==> config.mk <==
export PLATFORM = sky130hd
export DESIGN_NAME = abdv_front
export DESIGN_NICKNAME = d
export VERILOG_FILES = /design/src/sv/abdv_pkg.sv /design/src/sv/abdv_front.sv
export SDC_FILE = /design/constraint.sdc
export NUM_CORES = 1
export LEC_CHECK = 0
export BUFFER_PORTS_ARGS = -buffer_cell sky130_fd_sc_hd__buf_2
export CORE_AREA = 2 2 95 87
export DETAILED_ROUTE_END_ITERATION = 8
export DIE_AREA = 0 0 97 89
export PLACE_DENSITY = 0.73
export SLEW_MARGIN = 30
export SYNTH_ARGS = -nofsm -noshare
export SYNTH_HDL_FRONTEND = slang
export SYNTH_SLANG_ARGS = --single-unit
==> constraint.sdc <==
create_clock -name clk -period 3.5 [get_ports clk]
set_input_delay 0.35 -clock clk [delete_from_list [all_inputs] [get_ports clk]]
set_output_delay 0.35 -clock clk [all_outputs]
set_load 0.1 [all_outputs]
==> src/sv/abdv_pkg.sv <==
`default_nettype none
// ---------------------------------------------------------------------------
// abdv_pkg
// Shared types and constants of the arcade bus decoder and video RAM core.
// ---------------------------------------------------------------------------
package abdv_pkg;

  // Item kinds carried on the input tuser field
  typedef enum logic [1:0] {
    ACT_READ  = 2'd0,
    ACT_WRITE = 2'd1,
    ACT_FETCH = 2'd2,
    ACT_LINE  = 2'd3
  } action_t;

  // Decoded bus regions
  typedef enum logic [3:0] {
    RGN_ROM,
    RGN_WORK,
    RGN_VIDEO,
    RGN_ATTR,
    RGN_OBJ,
    RGN_PORT0,
    RGN_PORT1,
    RGN_CTRL,
    RGN_OPEN
  } region_t;

  // Configuration register indexes
  localparam logic [1:0] CFG_DIP_A = 2'd0;
  localparam logic [1:0] CFG_DIP_B = 2'd1;
  localparam logic [1:0] CFG_DIP_C = 2'd2;

  // Control register selects within 0x7000-0x77FF
  localparam logic [2:0] CTRL_NMI   = 3'd1;
  localparam logic [2:0] CTRL_STARS = 3'd4;

  // Line on which NMI fires
  localparam logic [8:0] NMI_LINE = 9'd248;

  // Read value of an unmapped address
  localparam logic [7:0] OPEN_BUS = 8'hFF;

  // Payload widths
  localparam int IN_W  = 56;
  localparam int OUT_W = 40;

  // Classified item as it sits in the queue
  typedef struct packed {
    action_t     action;
    region_t     region;
    logic [9:0]  addr;
    logic [7:0]  wdata;
    logic [4:0]  port0;
    logic [1:0]  port1;
    logic [9:0]  tile;
    logic        line_match;
  } item_t;

  // Back-end sequencer states
  typedef enum logic [1:0] {
    BK_CLEAR,
    BK_IDLE,
    BK_EXEC
  } bk_state_t;

endpackage
`default_nettype wire

==> src/sv/abdv_front.sv <==
`default_nettype none
// ---------------------------------------------------------------------------
// abdv_front
// Accepts input transactions, decodes the bus region and holds them in a
// two-entry queue for the back end.
// ---------------------------------------------------------------------------
module abdv_front (
  input  wire                         clk,
  input  wire                         rst,
  input  wire                         s_tvalid,
  output logic                        s_tready,
  input  wire [abdv_pkg::IN_W-1:0]    s_tdata,
  input  wire [1:0]                   s_tuser,
  input  wire                         clearing,
  output logic                        head_valid,
  output abdv_pkg::item_t             head,
  input  wire                         pop
);
  import abdv_pkg::*;

  item_t       slot [2];
  logic        wr_ptr;
  logic        rd_ptr;
  logic [1:0]  count;
  logic        push;
  item_t       incoming;
  logic [15:0] bus_addr;

  // Decode the CPU address into a region
  function automatic region_t decode(input logic [15:0] a);
    region_t r;
    if (a[15:14] == 2'b00) begin
      r = RGN_ROM;
    end else begin
      unique case (a[15:11])
        5'b01000: r = RGN_WORK;
        5'b01010: r = RGN_VIDEO;
        5'b01011: r = (a[7:6] == 2'b00) ? RGN_ATTR : RGN_OBJ;
        5'b01100: r = RGN_PORT0;
        5'b01101: r = RGN_PORT1;
        5'b01110: r = RGN_CTRL;
        default:  r = RGN_OPEN;
      endcase
    end
    return r;
  endfunction

  // Unpack and classify the incoming transaction
  always_comb begin
    bus_addr            = s_tdata[15:0];
    incoming.action     = action_t'(s_tuser);
    incoming.region     = decode(bus_addr);
    incoming.addr       = bus_addr[9:0];
    incoming.wdata      = s_tdata[23:16];
    incoming.port0      = s_tdata[28:24];
    incoming.port1      = s_tdata[30:29];
    incoming.tile       = s_tdata[40:31];
    incoming.line_match = (s_tdata[49:41] == NMI_LINE);
  end

  assign s_tready   = (count != 2'd2) && !clearing;
  assign push       = s_tvalid && s_tready;
  assign head_valid = (count != 2'd0);
  assign head       = slot[rd_ptr];

  // Queue storage
  always_ff @(posedge clk) begin
    if (push) begin
      slot[wr_ptr] <= incoming;
    end
  end

  // Queue pointers and fill count
  always_ff @(posedge clk) begin
    if (rst) begin
      wr_ptr <= 1'b0;
      rd_ptr <= 1'b0;
      count  <= 2'd0;
    end else begin
      if (push) begin
        wr_ptr <= ~wr_ptr;
      end
      if (pop) begin
        rd_ptr <= ~rd_ptr;
      end
      case ({push, pop})
        2'b10:   count <= count + 2'd1;
        2'b01:   count <= count - 2'd1;
        default: count <= count;
      endcase
    end
  end

endmodule
`default_nettype wire

==> results.yml <==
status:
  status: "completed"
synthesis:
  synth_nets: 238
  yosysSeqAreaShare: 0.780
  syn_area_mm2: 0.00336
  syn_inst: 174
  ys_ff_latch: 89
  synth_area_per_cell_um2: 19.3
  synth_cell_type_count: 27
  yosys_warnings: 0
drt:
  wirelength_um: 5800
  drc: 0
  drt-initial-drc-count: 42
  drt-vias-per-instance: 4.90
  dr_wl_met3_um: 348
  antenna_left: 0
  vias: 1870
  met2_length_um: 2910
  wl_met1_um: 2410
  wire_per_inst_um: 15.2
  drt_pass1_iterations: 4
  top_layer: "met4"
clock_tree:
  ctsRootBufferMaster: "clkbuf_8"
  cts_sinks: 89
  hold_buffers: 0
  post_cts_buffers: 0
  clkLatencyLatePin_ns: 0.34
  htree_num_levels: 3
  cts-resized-gates: 0
  clk_path_buf_depth: 2
  cts_tree: "built"
  cts_made_buffers: 9
  clk_pin_slew_ns: 0.08
timing:
  whs_ns: 0.189
  fin_skew_ns: 0.00907
  finalHoldViolations: 0
  slew_headroom: 0.601
  setup_tns_ns: 0
  final_max_slew_viol_count: 0
  rsz0062_at_grt: "false"
  fin_crit_sh: 0.609
  setup_viol: 0
  period_minus_slack_ns: 2.13
  max_freq_mhz: 469
  tightest_slew_ns: 0.599
hold_path:
  min-delay-start: "s_tdata[4]"
  hold_path_class: "input port to flop"
  holdPathEnd: "slot[0][30]"
  min_delay_path_depth: 1
power:
  ir_drop_mv: 0.243
  totalPowerFinal_mw: 2.43
  p_per_area_mw_per_mm2: 587
  leakage_nw: 1.54
critical_path:
  worst_r2r_startpoint: "count[1]"
  path_buf_inv: 1
  crit_chain: "mux2_2, buf_2"
  regToRegEndpoint: "count[1]"
  r2r_cells: 6
  critPathKind: "flop to output pin"
  critical_path.top_delay_family: "flip-flops"
  worstPathArrival_ns: 1.78
  slowest_delay_ns: 0.72
  reg2reg_slack_ns: 1.75
  cp-start-kind: "flop"
  cp_slowest_cell: "dfxtp_4"
  endpoint_kind: "output pin"
  path_max_fanout: 42
  worst_ep_required_time_ns: 3.15
placed_design:
  place_hpwl_um: 3840
  port_buffers: 99
  place_area_mm2: 0.00398
  gp_congestion: 0.700
floorplanning:
  core_area_mm2: 0.00754
  start_util: 0.445
  pin_count: 107
  die_height_um: 89
  die_w_um: 97
  rows: 30
  die-area_mm2: 0.00863
global_routing:
  antenna_found_initial: 0
  grt-ovfl-total: 0
  grt_pass1_vias: 1913
  grt_max_degree: 43
  grt_pass1_wl_um: 9140
  grtUsageTotal: 0.139
final_layout:
  nFillCells: 615
  fin_area_mm2: 0.00414
  utilization: 0.549
  final_nets: 345
  diodes: 0
  area_growth_pct: 23.2
  drive_gt1_frac: 0.559
job:
  drv_cap: 0
[cell families after synthesis]
family                     synth area share
AOI/OAI and AO/OA                    0.0220
xor gates and xnor gates             0.0104
adders and majority gates           0.00372
buffers and inverters                0.0108
DFF                                   0.780
muxes                                 0.141
and+or+nand+nor                      0.0320
[worst max-delay path by stage]
| stage | cells after the start | to | slack, ns |
|---|---|---|---|
| 6_report | 2 | head[41] | 1.37 |
| 3_5_place_dp | 2 | head[36] | 1.71 |
| 5_1_grt | 2 | head[41] | 1.26 |
| 4_1_cts | 2 | head[21] | 1.32 |
| 3_3_place_gp | 2 | head[36] | 1.34 |
| 2_1_floorplan | 3 | slot[1][0] | 0.1 |
[Yosys cell counts]
master	count	area (µm²)
or3_1	2	12.5
dfxtp_1	5	100
nand3_1	1	5.00
nor2_1	4	15.0
inv_1	3	11.3
a21oi_1	4	20.0
nor4bb_1	1	10.0
o31a_1	1	8.76
a31o_2	1	8.76
xnor2_1	3	26.3
ha_1	1	12.5
edfxtp_1	84	2520
nand2b_1	1	6.26
o2111ai_1	1	8.76
buf_2	5	25.0
nand4_1	1	6.26
mux2_2	42	473
nor3_1	2	10.0
a21o_1	1	7.51
nor2b_1	1	6.26
xor2_1	1	8.76
o21ba_2	1	10.0
and3_1	1	6.26
nor4_2	1	12.5
nand2_1	3	11.3
or2_2	1	6.26
o21ai_0	2	10.0
[sequential cells by signal, summed over array words and instances, names as in the netlist, named ones only]
name	flops
rd_ptr	1
wr_ptr	1
count	2
slot	84
[layout make-up]
class                   instances  area, µm²  area share
inverters                       3       11.3     0.00272
well taps                      96        120      0.0290
clock buffers                  12        135      0.0326
multi-input cells              77        716       0.173
flip-flops and latches         89       2630       0.635
clock inverters                 4       20.0     0.00484
repair buffers                101        510       0.123
[routing by layer]
layer	GRT usage	up-vias
met3	0.0430	14
li1	-	891
met1	0.164	900
met2	0.237	65
met5	0	-
met4	0.0691	0
[layout by cell type (no fill, tap or decap)]
master and count:
buf_2 99, edfxtp_1 84, mux2_2 42, clkbuf_8 9, a21oi_1 4, nor2_1 4, dfxtp_1 4, inv_1 3
nand2_1 3, xnor2_1 3, clkbuf_1 3, or3_1 2, nor3_1 2, o21ai_0 2, clkinv_1 2, buf_4 2
nand2b_1 1, nand3_1 1, a21o_1 1, nor2b_1 1, o2111ai_1 1, or2_2 1, and3_4 1, nand4_1 1
nor4bb_1 1, nor4_4 1, a31o_2 1, xor2_1 1, o31a_1 1, o21ba_2 1, ha_1 1, dfxtp_4 1
clkinvlp_4 1, clkinv_2 1
[stage by stage]
step                instances  setup WS [ns]
floorplan                 174         0.0969
global placement          366           1.34
detailed placement        366           1.71
CTS                       382           1.32
global route              382           1.26
finish                    382           1.37
[power breakdown]
group / internal (mW) / switching (mW) / leakage, nW
clock: 0.253 / 0.326 / 0.0754
sequential: 1.22 / 0.0328 / 0.812
combinational: 0.125 / 0.474 / 0.652
total: 1.60 / 0.833 / 1.54
Note: power is estimated with default switching activity, not from simulation.
